--- src/hw/rtl/llpd_pkg.sv ---
// Package with the shared constants and types of the laser line row peak detector.
package llpd_pkg;

    localparam int MaxWidth  = 1024;
    localparam int MaxHeight = 1024;
    localparam int RefRows   = 25;

    localparam int ColW = $clog2(MaxWidth);
    localparam int RowW = $clog2(MaxHeight);
    localparam int SumW = ColW + ColW;
    localparam int CntW = ColW + 1;
    localparam int RefW = 8 + $clog2(RefRows + 1);

    localparam logic [7:0] MinLevelReset = 8'd25;
    localparam logic [8:0] RatioReset    = 9'd205;

    typedef enum logic [0:0] {
        CFG_MIN_LEVEL = 1'b0,
        CFG_RATIO     = 1'b1
    } cfg_index_t;

    // One closed row, handed from the front part to the back part.
    // The bank bit says which half of the line store holds its gray levels.
    typedef struct packed {
        logic [SumW-1:0] tie_sum;
        logic [CntW-1:0] tie_cnt;
        logic            found;
        logic            frame_end;
        logic            bank;
    } row_job_t;

endpackage

--- src/hw/rtl/llpd_back.sv ---
// Back part: serial centre division, line store read, brightness filter and result register.
module llpd_back (
    input  logic                      clk,
    input  logic                      rst_n,
    input  logic                      job_empty,
    input  llpd_pkg::row_job_t        job,
    output logic                      job_pop,
    input  logic [8:0]                ratio,
    output logic                      rd_en,
    output logic [llpd_pkg::ColW:0]   rd_addr,
    input  logic [7:0]                rd_data,
    output logic                      empty,
    input  logic                      pop,
    output logic [9:0]                row_index,
    output logic [9:0]                center_column,
    output logic                      peak_found,
    output logic                      accepted,
    output logic                      reference_row,
    output logic                      frame_end
);
    import llpd_pkg::*;

    typedef enum logic [2:0] {
        S_IDLE,
        S_DIV,
        S_READ,
        S_MUL,
        S_CMP,
        S_OUT
    } state_t;

    localparam int DivSteps = SumW;
    localparam int StepW    = $clog2(DivSteps + 1);
    localparam int LhsW     = 8 + 8 + $clog2(RefRows + 1);
    localparam int RhsW     = 9 + RefW;

    state_t           state_reg;
    logic [SumW-1:0]  quo_reg;
    logic [CntW:0]    rem_reg;
    logic [CntW-1:0]  den_reg;
    logic [StepW-1:0] step_reg;
    logic             found_reg;
    logic             fend_reg;
    logic             bank_reg;
    logic [RowW-1:0]  row_reg;
    logic [RefW-1:0]  ref_sum_reg;
    logic [LhsW-1:0]  lhs_reg;
    logic [RhsW-1:0]  rhs_reg;
    logic [7:0]       gray_reg;
    logic             out_valid_reg;
    logic [ColW-1:0]  center_reg;

    logic [CntW:0]    rem_shift;
    logic             is_ref;
    logic [ColW-1:0]  center_sat;

    assign rem_shift  = {rem_reg[CntW-1:0], quo_reg[SumW-1]};
    assign is_ref     = {1'b0, row_reg} < (RowW + 1)'(RefRows);
    assign center_sat = (quo_reg >= SumW'(MaxWidth)) ? ColW'(MaxWidth - 1) : quo_reg[ColW-1:0];
    assign job_pop    = (state_reg == S_IDLE) && !job_empty;
    assign rd_en      = state_reg == S_READ;
    assign rd_addr    = {bank_reg, center_sat};
    assign empty      = !out_valid_reg;

    // Row sequencer with restoring divider and filter compare.
    always_ff @(posedge clk or negedge rst_n)
    begin
        if (!rst_n)
        begin
            state_reg     <= S_IDLE;
            row_reg       <= '0;
            ref_sum_reg   <= '0;
            out_valid_reg <= 1'b0;
            quo_reg       <= '0;
            rem_reg       <= '0;
            den_reg       <= '0;
            step_reg      <= '0;
            found_reg     <= 1'b0;
            fend_reg      <= 1'b0;
            bank_reg      <= 1'b0;
            lhs_reg       <= '0;
            rhs_reg       <= '0;
            gray_reg      <= '0;
            center_reg    <= '0;
            accepted      <= 1'b0;
            reference_row <= 1'b0;
            peak_found    <= 1'b0;
            frame_end     <= 1'b0;
            row_index     <= '0;
            center_column <= '0;
        end
        else
        begin
            if (pop && out_valid_reg)
                out_valid_reg <= 1'b0;
            case (state_reg)
                S_IDLE:
                begin
                    if (!job_empty)
                    begin
                        found_reg <= job.found;
                        fend_reg  <= job.frame_end;
                        bank_reg  <= job.bank;
                        den_reg   <= job.tie_cnt;
                        rem_reg   <= '0;
                        step_reg  <= '0;
                        if (job.found && job.tie_cnt != '0)
                        begin
                            quo_reg   <= job.tie_sum;
                            state_reg <= S_DIV;
                        end
                        else
                        begin
                            quo_reg   <= '0;
                            state_reg <= S_READ;
                        end
                    end
                end
                S_DIV:
                begin
                    // One quotient bit per cycle.
                    if (rem_shift >= {1'b0, den_reg})
                    begin
                        rem_reg <= rem_shift - {1'b0, den_reg};
                        quo_reg <= {quo_reg[SumW-2:0], 1'b1};
                    end
                    else
                    begin
                        rem_reg <= rem_shift;
                        quo_reg <= {quo_reg[SumW-2:0], 1'b0};
                    end
                    step_reg <= step_reg + StepW'(1);
                    if (step_reg == StepW'(DivSteps - 1))
                        state_reg <= S_READ;
                end
                S_READ:
                begin
                    center_reg <= center_sat;
                    state_reg  <= S_MUL;
                end
                S_MUL:
                begin
                    gray_reg  <= rd_data;
                    lhs_reg   <= LhsW'(rd_data) * LhsW'(256 * RefRows);
                    rhs_reg   <= RhsW'(ratio) * RhsW'(ref_sum_reg);
                    state_reg <= S_CMP;
                end
                S_CMP:
                begin
                    if (!out_valid_reg)
                    begin
                        out_valid_reg <= 1'b1;
                        row_index     <= 10'(row_reg);
                        center_column <= 10'(center_reg);
                        peak_found    <= found_reg;
                        reference_row <= is_ref;
                        accepted      <= is_ref || (RhsW'(lhs_reg) > rhs_reg);
                        frame_end     <= fend_reg;
                        if (fend_reg)
                        begin
                            row_reg     <= '0;
                            ref_sum_reg <= '0;
                        end
                        else
                        begin
                            if (is_ref)
                                ref_sum_reg <= ref_sum_reg + RefW'(gray_reg);
                            if (row_reg != RowW'(MaxHeight - 1))
                                row_reg <= row_reg + RowW'(1);
                        end
                        state_reg <= S_IDLE;
                    end
                end
                default:
                begin
                    state_reg <= S_IDLE;
                end
            endcase
        end
    end

endmodule

--- config.mk ---
export PLATFORM = sky130hd
export DESIGN_NAME = llpd_back
export DESIGN_NICKNAME = d
export VERILOG_FILES = /design/src/hw/rtl/llpd_pkg.sv /design/src/hw/rtl/llpd_back.sv
export SDC_FILE = /design/constraint.sdc
export NUM_CORES = 1
export LEC_CHECK = 0
export ABC_AREA = 1
export BUFFER_PORTS_ARGS = -buffer_cell sky130_fd_sc_hd__buf_2
export CORE_MARGIN = 5
export CORE_UTILIZATION = 50
export DETAILED_ROUTE_END_ITERATION = 6
export PLACE_DENSITY = 0.78
export SYNTH_ARGS = -nofsm -noshare
export SYNTH_HDL_FRONTEND = slang
export SYNTH_SLANG_ARGS = --single-unit
export TNS_END_PERCENT = 10
--- constraint.sdc ---
create_clock -name clk -period 4.85 [get_ports clk]
set_clock_uncertainty 0.2 [all_clocks]
set_input_delay 0.2425 -clock clk [delete_from_list [all_inputs] [get_ports clk]]
set_output_delay 0.2425 -clock clk [all_outputs]
set_load 0.02 [all_outputs]
-- Yosys cells after proc, flatten, opt, wreduce, memory -nomap -nowiden
Index checks and enable logic that the tools add are counted.
Widths: inputs -> output; s select.
- register bits: 154
- bits in latches: 0
- RAM bits: 0
- ROM bits: 0
- input bits: 55
- output and inout bits: 38
- logic and storage cells: 81
- memories: 0
- add/subtract/negate cells: 4
- multipliers: 2
- div/mod/pow operators: 0
- order comparisons: 4
- equal/unequal tests: 9
- shift-type cells: 0
- mux-type cells: 22
- bitwise logic cells: 2
- reduce and logical (&&, ||, !) cells: 17
- operator list (operator ; number):
    $mux 20 ; 2
    $pmux 20 s2 ; 1
    $mux 10 ; 3
    $mux 13 ; 2
    $gt 21x22->1 ; 1
    $mul 9x13->22 ; 1
    $mux 11 ; 2
    $pmux 11 s2 ; 1
    $ge 20x11->1 const B ; 1
    $pmux 3 s5 ; 1
    $add 13x8->13 ; 1
    $mul 8x5->13 const B ; 1
    $ge 12x11->1 ; 1
    $reduce_bool 11->1 ; 1
    $sub 11x11->11 ; 1
    $add 10x1->10 const B ; 1
    $lt 10x5->1 const B ; 1
    $ne 10x10->1 const B ; 1
    $pmux 5 s2 ; 1
    $mux 3 ; 3
    $reduce_and 3->1 ; 3
    $eq 3x2->1 const B ; 2
    $ne 2x2->1 const B ; 3
    $reduce_and 2->1 ; 3
    other kinds (13) ; 22

-- Logic depth before layout (Yosys ltp)
Gate-level depths: netlist of the first run.
- depth after elaboration: 5
- mapped depth: 23
- mapped depth without buffers: 22

-- Least setup slack after synthesis of the first run
OpenSTA, ideal clock, no wires.
- path kind: register to register
- start point: register ref_sum_reg[1]
- end point: register rhs_reg[21]
- setup time: 117 ps
- arrival: 3972 ps
- data required time: 4533 ps
- setup slack: 561 ps
- cell stages (with the launch flop): 21
- path buffers: 1
- period minus slack after synthesis: 4289 ps
- cell sequence: dfrtp_1 > clkbuf_1 > nand2_1 > fa_1 > fa_1 > inv_1 > fa_1 > inv_1 > fa_1 > inv_1 > ha_1 > nand2_1 > inv_1 > nand2_1 > nand2_1 > nand2_1 > nand3_1 > nand2_1 > nand3_1 > nand3_1 > nand2_1
- word-level cells in the longest chain between the ends: 1
- ends and longest elaborated chain (what ; RTL line ; source):
    start: declaration ; llpd_back.sv:46 ; logic [RefW-1:0] ref_sum_reg;
    start signal: assignment ; llpd_back.sv:167 ; ref_sum_reg <= ref_sum_reg + RefW'(gray_reg);
    $mul 9x13->22 ; llpd_back.sv:145 ; rhs_reg <= RhsW'(ratio) * RhsW'(ref_sum_reg);
    end signal: assignment ; llpd_back.sv:145 ;
    end: declaration ; llpd_back.sv:48 ; logic [RhsW-1:0] rhs_reg;
Every way passes these cells.
A chain may end at the register's enable or synchronous reset.

-- Final worst setup path of the first run
- start point: register ref_sum_reg[4]
- end point: register rhs_reg[18]
The elaborated chain is that of the path after synthesis.

==> out/results.txt, run 1 <==
Clock buffer depth - 2
Total grt overflow - 0
FF+latch count, synth - 151
Post-Synthesis Cells - 1657
Sw Share - 0.492
Number of flops mapped to enable cells by yosys - 0
Flop2flop setup slack - 0.33 ns
Fraction of layout cells with a size suffix above 1 - 0.0913
Run status - completed
CP Max Fanout - 11
Syn_area_per_cell - 7.54 µm²
TritonCTS clock tree - yes
Leakage - 0.00805 µW
Final Max Tran Viols - 0
Initial antenna violation count - 0
Via Count - 10900
Vias per cell - 5.19
DR iter-0 viols - 1233
Area leader, netlist - dfrtp_1
CP startpoint - ref_sum_reg[4]$_DFFE_PN0P_
Buffers on Ports - 92
Final core utilization - 0.580
Mapped Nets - 1900
Final period util - 0.933
Startpoint Class - register
Crit path arrival time - 4.64 ns
First-pass GRT wire length - 50900 µm
Sequential fraction of the synthesis area - 0.302
Final Hold Fails - 0
Fill cell count - 2154
Crit path capture type - register
Area delta synth->final - 13.6%
Pint - 4340 µW
Psw - 4200 µW
Reg power frac - 0.256
Dpl hpwl - 21800 µm
Nets - 2005
Routed wire length - 29200 µm
Post-synth top cells - 509 x nand2_1, 318 x inv_1, 151 x dfrtp_1
RSZ-0062 raised after global routing - no
PD cells - 601 nW/µm²
FF-to-FF Start - ref_sum_reg[4]$_DFFE_PN0P_
Routability cong. - 0.916
Tot GR Track Use - 0.213
H-tree depth - 4
Min cycle time layout - 4.52 ns
Asr flop ratio synth - 1.00
Worst-path clk slew - 0.06 ns
Antenna Violating Nets Remaining - 0
Routed WL per cell - 13.9 µm
Comb pwr share - 0.586
Hold WC Path Type - input port to register
Initial Utilization - 0.511
Worst skew pair latency - 0.43 ns
Post-synth top flop - dfrtp_1
Fin Setup TNS - 0 ns
Synth top area share - 0.302
Largest net degree at the start of global routing - 112
Slew margin rel. - 0.179
Largest register FFs - 22
CTS Sinks - 151
Die X - 168 µm
FF+latch area - 3780 µm²
Clock network power share - 0.158
Synthesized area - 12500 µm²
DRC Markers - 0
Top-count cell post-synth - nand2_1
Top Ports - 93
YS warnings - 0
Core footprint - 24500 µm²
Die Area - 28300 µm²
Maximum clock rate - 221 MHz
Crit path kind - register to register
Netlist cell types - 39
Vias in the first global route - 10900
Ant diodes - 0
FP Rows - 57
Worst-Margin Slew - 1.23 ns
VDD IR max - 0.287 mV
Drt first pass iters - 6
Die height - 168 µm
CP required - 4.97 ns
HP Start - rd_data[6]
Num CTS Buffers - 17
Top cells by area, synth - dfrtp_1 30%, nand2_1 15%, fa_1 13%
# setup viols final - 0
Clock root buffer master - clkbuf_16
Area of the multi-input gates - 7270 µm²
Maxcap violations - 0
-- layer usage --
| layer | GRT usage | up-vias | routed length [µm] |
|---|---|---|---|
| li1 | - | 5316 | - |
| met2 | 0.358 | 392 | 14200 |
| met3 | 0.0321 | 55 | 1860 |
| met1 | 0.290 | 5125 | 12600 |
| met5 | 0 | - | 0 |
| met4 | 0.0596 | 0 | 555 |
-- what timing repair did --
action,CTS,global route
setup buffers,0,0
endpoints found under the hold margin,153,0
hold buffers,44,0
setup endpoints to repair,0,10
gates resized for setup,0,5
-- metrics by stage --
stage               hold WS (ns)  power (µW)  worst slack [ns]  instance area (µm²)  std cells
floorplan                 -0.253        5890             0.561                12500       1657
global placement           0.244        6940             0.306                13200       2023
detailed placement         0.230        7060             0.279                13200       2023
CTS                       0.0100        8550             0.240                14200       2098
global route              0.0653        9420            0.0158                14200       2098
finish                    0.0161        8540             0.327                14200       2098
-- kinds of logic after synthesis --
family,share of synthesized area
xor gates and xnor gates,0.0182
and+or+nand+nor,0.260
adders and majority gates,0.238
DFF,0.302
AOI/OAI and AO/OA,0.0652
buffers and inverters,0.116
-- power by group through the flow --
| stage | Combinational, µW | Clock [µW] | Sequential, µW |
|---|---|---|---|
| after global routing | 5760 | 1430 | 2240 |
| final | 5000 | 1350 | 2180 |
| after floorplan | 3830 | 0 | 2060 |
| after detailed placement | 4870 | 0 | 2190 |
| after global placement | 4770 | 0 | 2170 |
| after CTS | 5010 | 1370 | 2170 |
-- placed cells by master (no fill, tap or decap), types with 3 or more instances in the layout --
master	Yosys	final
nand2_1	509	509
inv_1	318	318
dfrtp_1	151	147
nand3_1	123	123
ha_1	105	105
buf_2	19	91
o21ai_0	90	89
fa_1	83	83
nor2_1	63	62
dlygate4sd3_1	0	44
a21oi_1	41	41
nand4_1	18	18
clkbuf_16	0	17
or2_2	14	14
xnor2_1	14	14
xor2_1	12	12
o21ai_1	9	10
nor3_1	10	9
nand3b_1	8	8
inv_6	0	6
o21bai_1	4	4
inv_2	4	4
buf_4	3	4
dfrtp_2	0	4
a22o_1	3	3
and2_1	3	3
-- worst max-delay path, stage by stage (launching register included) --
cell and delay (ns):
dfrtp_1 0.53, nand2_1 0.13, inv_1 0.06, fa_1 0.51, fa_1 0.52, fa_1 0.59
inv_1 0.07, fa_1 0.54, inv_1 0.04, ha_1 0.35, nand2_1 0.15, inv_1 0.05
a21oi_1 0.25, nor2_1 0.08, nor2_1 0.13, nand3b_1 0.09, nand3_1 0.08, nand2_1 0.05
-- path summary, 6_finish.rpt --
kind                                               to  cells after the start
max reg2reg                   rhs_reg[18]$_DFFE_PN0P_                     17
min in group asynchronous      rem_reg[4]$_DFFE_PN0P_                      2
max                           rhs_reg[18]$_DFFE_PN0P_                     17
min reg2reg                  row_index[7]$_DFFE_PN0P_                      2
min                           gray_reg[6]$_DFFE_PN0P_                      3
max in group asynchronous  ref_sum_reg[8]$_DFFE_PN0P_                      3
-- final cells by class --
class,count,area share
Inverter,322,0.0852
Tap cell,324,0.0286
Sequential cell,151,0.267
Timing Repair Buffer,140,0.0660
Clock buffer,17,0.0300
Clock inverter,14,0.0115
Multi-Input combinational cell,1130,0.512
Note: power is estimated with default switching activity, not from simulation.
==> run 2, diff against run 1 <==
Settings changed: BUFFER_PORTS_ARGS -buffer_cell sky130_fd_sc_hd__buf_2 to -buffer_cell sky130_fd_sc_hd__clkbuf_2.
==> run 2 against run 1 <==
- sequential share of layout area is 0.059 points lower
- clock-buffer cell count stayed put
- sequential cell count stayed put
- first-iteration DRC count is 30% lower
- global-route usage is 0.063 points higher
- combinational power is 0.8% lower
- critical path type unchanged
- critical endpoint is now rhs_reg[12]$_DFFE_PN0P_
- largest power group unchanged
- highest routed layer unchanged
==> out/results.txt, run 2 (same netlist as run 1, synthesis figures left out) <==
Run status - completed (unchanged)
Largest register FFs - 22 (unchanged)
Die X - 168 µm (unchanged)
CP required - 4.93 ns (was 4.97 ns)
DRC Markers - 0 (unchanged)
Dpl hpwl - 21400 µm (was 21800 µm)
Final Max Tran Viols - 0 (unchanged)
Fraction of layout cells with a size suffix above 1 - 0.0934 (was 0.0913)
Tot GR Track Use - 0.214 (was 0.213)
Crit path kind - register to register (unchanged)
Nets - 2008 (was 2005)
Area delta synth->final - 13.9% (was 13.6%)
Met3 WL - 1430 µm (was 1860 µm)
CTS Sinks - 151 (unchanged)
Initial Utilization - 0.511 (unchanged)
H-tree depth - 4 (unchanged)
Fin Setup TNS - 0 ns (unchanged)
VDD IR max - 0.310 mV (was 0.287 mV)
Worst path slowest cell - fa_1 (unchanged)
Drt first pass iters - 5 (was 6)
Final period util - 0.935 (was 0.933)
Initial antenna violation count - 0 (unchanged)
Max incr delay on CP - 0.56 ns (was 0.59 ns)
CP top delay family - adder cells (unchanged)
Slew margin rel. - 0.179 (about the same)
Maximum clock rate - 221 MHz (about the same)
Startpoint Class - register (unchanged)
Dpl ws - 0.236 ns (was 0.279 ns)
Top Ports - 93 (unchanged)
CP Max Fanout - 11 (unchanged)
PD cells - 595 nW/µm² (was 601 nW/µm²)
Total grt overflow - 0 (unchanged)
Maxcap violations - 0 (unchanged)
Worst-path clk slew - 0.07 ns (was 0.06 ns)
Final Hold Fails - 0 (unchanged)
Commonest non-fill, non-tap cell in the layout - nand2_1 (unchanged)
Largest net degree at the start of global routing - 78 (was 112)
Ant diodes - 0 (unchanged)
Vias per cell - 5.15 (was 5.19)
Num CTS Buffers - 17 (unchanged)
First-pass GRT wire length - 50800 µm (was 50900 µm)
Min cycle time layout - 4.53 ns (was 4.52 ns)
Antenna Violating Nets Remaining - 0 (unchanged)
Die Area - 28300 µm² (unchanged)
Crit path capture type - register (unchanged)
Commonest cells after routing, fill and taps aside - 509 x nand2_1, 318 x inv_1, 146 x dfrtp_1, 123 x nand3_1, 105 x ha_1 (was 509 x nand2_1, 318 x inv_1, 147 x dfrtp_1, 123 x nand3_1, 105 x ha_1)
Worst-Margin Slew - 1.23 ns (about the same)
Worst-path cell chain - nand2_1, fa_1, inv_1, fa_1, inv_1, fa_1, fa_1, inv_1, ha_1, a21oi_1, o21ai_0, nand2_1, nand2_1, xnor2_1, o21ai_0 (was nand2_1, inv_1, fa_1, fa_1, fa_1, inv_1, fa_1, inv_1, ha_1, nand2_1, inv_1, a21oi_1, nor2_1, nor2_1, nand3b_1, nand3_1, nand2_1)
FP Rows - 57 (unchanged)
Routed wire length - 28900 µm (was 29200 µm)
Hold WC Path Type - input port to register (unchanged)
Buffers on Ports - 92 (unchanged)
Die height - 168 µm (unchanged)
TritonCTS clock tree - yes (unchanged)
Routed WL per cell - 13.8 µm (was 13.9 µm)
CP Buf/Inv Count - 3 (was 4)
Met2 WL - 13800 µm (was 14200 µm)
Routability cong. - 0.904 (was 0.916)
Clock root buffer master - clkbuf_16 (unchanged)
Final worst slack - 0.317 ns (was 0.327 ns)
RSZ-0062 raised after global routing - no (unchanged)
M1 wire length - 13000 µm (was 12600 µm)
DR iter-0 viols - 858 (was 1233)
CP most frequent cell - fa_1
# setup viols final - 0 (unchanged)
Worst skew pair latency - 0.44 ns (was 0.43 ns)
Vias in the first global route - 10900 (about the same)
Via Count - 10800 (was 10900)
Core footprint - 24500 µm² (unchanged)
Hold Slack - 0.0830 ns (was 0.0161 ns)
Leakage - 0.00809 µW (was 0.00805 µW)
DR top layer - met4 (unchanged)
Crit path arrival time - 4.61 ns (was 4.64 ns)
Post-CTS setup buffers - 0 (unchanged)
Clock buffer depth - 2 (unchanged)
[run 2: cell types whose count changed in the layout (fill, tap and decap cells not counted), sizes merged]
| cell | previous run | this run |
|---|---|---|
| buf | 96 | 7 |
| clkinvlp | 2 | 0 |
| bufinv | 2 | 0 |
| dlygate4sd3 | 44 | 45 |
| inv | 330 | 331 |
| clkbuf | 17 | 108 |
| clkinv | 2 | 6 |
[run 2: final timing paths]
kind	to	start	cells after the start	slack [ns]
min in group asynchronous	rem_reg[4]$_DFFE_PN0P_	rst_n	2	0.19
max in group asynchronous	rhs_reg[7]$_DFFE_PN0P_	rst_n	3	3.19
max	rhs_reg[12]$_DFFE_PN0P_	ref_sum_reg[5]$_DFFE_PN0P_	15	0.32
min reg2reg	frame_end$_DFFE_PN0P_	frame_end$_DFFE_PN0P_	2	0.27
min	rhs_reg[0]$_DFFE_PN0P_	ratio[0]	3	0.08
max reg2reg	rhs_reg[12]$_DFFE_PN0P_	ref_sum_reg[5]$_DFFE_PN0P_	15	0.32
[run 2: power by group]
group / internal (µW) / total (µW) / switching [µW]
sequential: 1740 / 2180 / 439
combinational: 1810 / 4960 / 3150
clock: 697 / 1340 / 639
[run 2: per-stage QoR]
stage,utilization,total power [µW],std cells,instance area [µm²]
floorplan,-,5890,1657,12500
global placement,0.539,6930,2025,13200
detailed placement,0.539,7040,2025,13200
CTS,0.581,8490,2102,14200
global route,0.582,9380,2102,14200
finish,0.582,8470,2102,14200
[run 2: area by class of cell]
cell class                 instances  area (µm²)
clock buffer                      17         425
clock inverter                    15         174
fill                            2136       10200
inverter                         322        1210
multi-input combinational       1130        7270
sequential                       151        3780
tap                              324         405
timing repair buffer             143         962
[run 2: timing repair]
item / 4_1_cts / 5_1_grt
setup endpoints to repair: 0 / 6
resized for setup: 0 / 5
hold buffers: 45 / 0
hold endpoints to repair: 120 / 0
[run 2: worst reg2reg max path, cell delays in order, from the launching register on]
cell and delay, ns:
dfrtp_2 0.51, nand2_1 0.13, fa_1 0.54, inv_1 0.07
fa_1 0.51, inv_1 0.05, fa_1 0.46, fa_1 0.56
inv_1 0.04, ha_1 0.34, a21oi_1 0.20, o21ai_0 0.19
nand2_1 0.11, nand2_1 0.11, xnor2_1 0.23, o21ai_0 0.12
[run 2: layer usage]
layer | vias to the layer above | track usage
met5 | - | 0
met2 | 318 | 0.355
met3 | 56 | 0.0382
li1 | 5318 | -
met1 | 5133 | 0.288
met4 | 0 | 0.0656
==> run 3, diff against run 2 <==
Clock period 4.85 ns to 5.4 ns, I/O delays scaled along.
==> run 3 against run 2 <==
- fmax decreased by 2.0%
- highest routed layer unchanged
- sequential cell count unchanged
- hold slack got worse by 0.049 ns
==> out/results.txt, run 3 (same netlist as run 1, synthesis figures left out) <==
VDD IR max - 0.249 mV (was 0.310 mV)
PostCTS Resize Cnt - 0 (unchanged)
CTS Sinks - 151 (unchanged)
CP Buf/Inv Count - 3 (unchanged)
Flop2flop setup slack - 0.78 ns (was 0.32 ns)
Dpl ws - 0.808 ns (was 0.236 ns)
Fin Setup TNS - 0 ns (unchanged)
Num CTS Buffers - 17 (unchanged)
Clock network power share - 0.157 (was 0.158)
Ant diodes - 0 (unchanged)
Maximum clock rate - 216 MHz (was 221 MHz)
Maxcap violations - 0 (unchanged)
Hold WC Path Type - input port to register (unchanged)
Run status - completed (unchanged)
Min cycle time layout - 4.62 ns (was 4.53 ns)
H-tree depth - 4 (unchanged)
Pint - 3840 µW (was 4240 µW)
Commonest cells after routing, fill and taps aside - 509 x nand2_1, 318 x inv_1, 151 x dfrtp_1, 123 x nand3_1, 105 x ha_1 (was 509 x nand2_1, 318 x inv_1, 146 x dfrtp_1, 123 x nand3_1, 105 x ha_1)
Initial Utilization - 0.511 (unchanged)
Design area - 14300 µm² (was 14200 µm²)
Crit path kind - register to register (unchanged)
DR iter-0 viols - 995 (was 858)
Final Hold Fails - 0 (unchanged)
Crit path arrival time - 4.75 ns (was 4.61 ns)
CP top delay family - adder cells (unchanged)
Comb pwr share - 0.587 (was 0.585)
Leakage - 0.00810 µW (was 0.00809 µW)
Sw Share - 0.501 (was 0.499)
Worst-path clk slew - 0.07 ns (about the same)
Vias in the first global route - 11200 (was 10900)
CP Max Fanout - 12 (was 11)
Slew margin rel. - 0.231 (was 0.179)
Routed WL per cell - 14.3 µm (was 13.8 µm)
Worst skew pair latency - 0.44 ns (about the same)
Routability cong. - 0.903 (was 0.904)
Die X - 168 µm (unchanged)
RSZ-0062 raised after global routing - no (unchanged)
Routed wire length - 30100 µm (was 28900 µm)
Worst-path cell chain - nand2_1, fa_1, fa_1, inv_1, fa_1, inv_1, fa_1, inv_1, ha_1, nand2_1, nor2_1, nand3_1, nand3_1, nand2_1, nand2_1, nand2_1, nand3_1, nand2_1 (was nand2_1, fa_1, inv_1, fa_1, inv_1, fa_1, fa_1, inv_1, ha_1, a21oi_1, o21ai_0, nand2_1, nand2_1, xnor2_1, o21ai_0)
Final Max Tran Viols - 0 (unchanged)
Nets - 2012 (was 2008)
Largest register FFs - 22 (unchanged)
PD cells - 539 nW/µm² (was 595 nW/µm²)
First-pass GRT wire length - 51700 µm (was 50800 µm)
Psw - 3850 µW (was 4230 µW)
Clock buffer depth - 2 (unchanged)
CP most frequent cell - nand2_1 (was fa_1)
Hold Slack - 0.0340 ns (was 0.0830 ns)
Antenna Violating Nets Remaining - 0 (unchanged)
Clock root buffer master - clkbuf_16 (unchanged)
FF+latch area - 3780 µm² (about the same)
Drt first pass iters - 6 (was 5)
Worst path slowest cell - dfrtp_1 (was fa_1)
Tot GR Track Use - 0.219 (was 0.214)
Total grt overflow - 0 (unchanged)
Die height - 168 µm (unchanged)
Top Ports - 93 (unchanged)
DRC Markers - 0 (unchanged)
Largest net degree at the start of global routing - 99 (was 78)
Reg power frac - 0.256 (was 0.257)
Buffers on Ports - 92 (unchanged)
Area post-placement - 13200 µm² (about the same)
Crit path capture type - register (unchanged)
Commonest non-fill, non-tap cell in the layout - nand2_1 (unchanged)
FP Rows - 57 (unchanged)
Fraction of layout cells with a size suffix above 1 - 0.0898 (was 0.0934)
Startpoint Class - register (unchanged)
Dpl hpwl - 21800 µm (was 21400 µm)
Initial antenna violation count - 0 (unchanged)
TritonCTS clock tree - yes (unchanged)
Final period util - 0.856 (was 0.935)
Final worst slack - 0.776 ns (was 0.317 ns)
Vias per cell - 5.22 (was 5.15)
Area of the multi-input gates - 7270 µm² (unchanged)
Area delta synth->final - 14.2% (was 13.9%)
R2R depth - 18 (was 15)
Depth of the worst hold-timing path - 3 (unchanged)
Via Count - 11000 (was 10800)
Max incr delay on CP - 0.65 ns (was 0.56 ns)
CP required - 5.53 ns (was 4.93 ns)
Worst-Margin Slew - 1.15 ns (was 1.23 ns)
Die Area - 28300 µm² (unchanged)
# setup viols final - 0 (unchanged)
Cell count along the critical path - 18 (was 15)
Core footprint - 24500 µm² (unchanged)
Fill cell count - 2147 (was 2136)
-- run 3: cell count changes in the layout (fill, tap and decap cells not counted), sizes merged --
cell and change:
dlygate4sd3 +5, buf -1, clkinv -1, clkinvlp +1
-- run 3: metal layers --
metal	vias to the layer above	global-route usage	wire, µm
met1	5260	0.285	12900
met4	0	0.0685	597
met3	58	0.0373	1860
li1	5333	-	-
met2	344	0.376	14700
met5	-	0	0
-- run 3: final cells by class --
| cell class | instances | area share |
|---|---|---|
| well taps | 324 | 0.0284 |
| clock buffers | 17 | 0.0298 |
| clock inverters | 15 | 0.0121 |
| multi-input cells | 1130 | 0.509 |
| repair buffers | 147 | 0.0707 |
| flip-flops and latches | 151 | 0.265 |
| inverters | 322 | 0.0847 |
-- run 3: worst reg2reg max path: stages (launching register included) --
cell     delay [ns]
dfrtp_1        0.65
nand2_1        0.15
fa_1           0.51
fa_1           0.55
inv_1          0.06
fa_1           0.53
inv_1          0.06
fa_1           0.53
inv_1          0.04
ha_1           0.34
nand2_1        0.11
nor2_1         0.21
nand3_1        0.10
nand3_1        0.16
nand2_1        0.09
nand2_1        0.07
nand2_1        0.05
nand3_1        0.07
nand2_1        0.05
-- run 3: repair_timing --
action | 4_1_cts | 5_1_grt
hold endpoints to repair | 139 | 0
hold buffers | 50 | 0
endpoints found under the setup margin | 0 | 0
buffers inserted | 0 | 0
-- run 3: worst paths after layout --
| path | from | endpoint |
|---|---|---|
| setup / recovery | ref_sum_reg[1]$_DFFE_PN0P_ | rhs_reg[17]$_DFFE_PN0P_ |
| hold / removal | rd_data[7] | gray_reg[7]$_DFFE_PN0P_ |
| setup reg to reg | ref_sum_reg[1]$_DFFE_PN0P_ | rhs_reg[17]$_DFFE_PN0P_ |
| hold reg to reg | row_index[6]$_DFFE_PN0P_ | row_index[6]$_DFFE_PN0P_ |
| max in group asynchronous | rst_n | step_reg[2]$_DFFE_PN0P_ |
| min in group asynchronous | rst_n | den_reg[4]$_DFFE_PN0P_ |
-- run 3: metrics by stage --
| stage | cells | total power, µW | utilization |
|---|---|---|---|
| final | 2106 | 7690 | 0.583 |
| after detailed placement | 2023 | 6340 | 0.538 |
| after CTS | 2105 | 7680 | 0.583 |
| after floorplan | 1657 | 5290 | - |
| after global routing | 2106 | 8450 | 0.583 |
| after global placement | 2023 | 6230 | 0.538 |
-- run 3: power groups by stage --
stage	combinational (µW)	clock [µW]	sequential [µW]
3_5_place_dp	4370	0	1970
5_1_grt	5170	1270	2020
4_1_cts	4500	1220	1950
3_3_place_gp	4270	0	1950
6_report	4510	1210	1970
2_1_floorplan	3440	0	1850
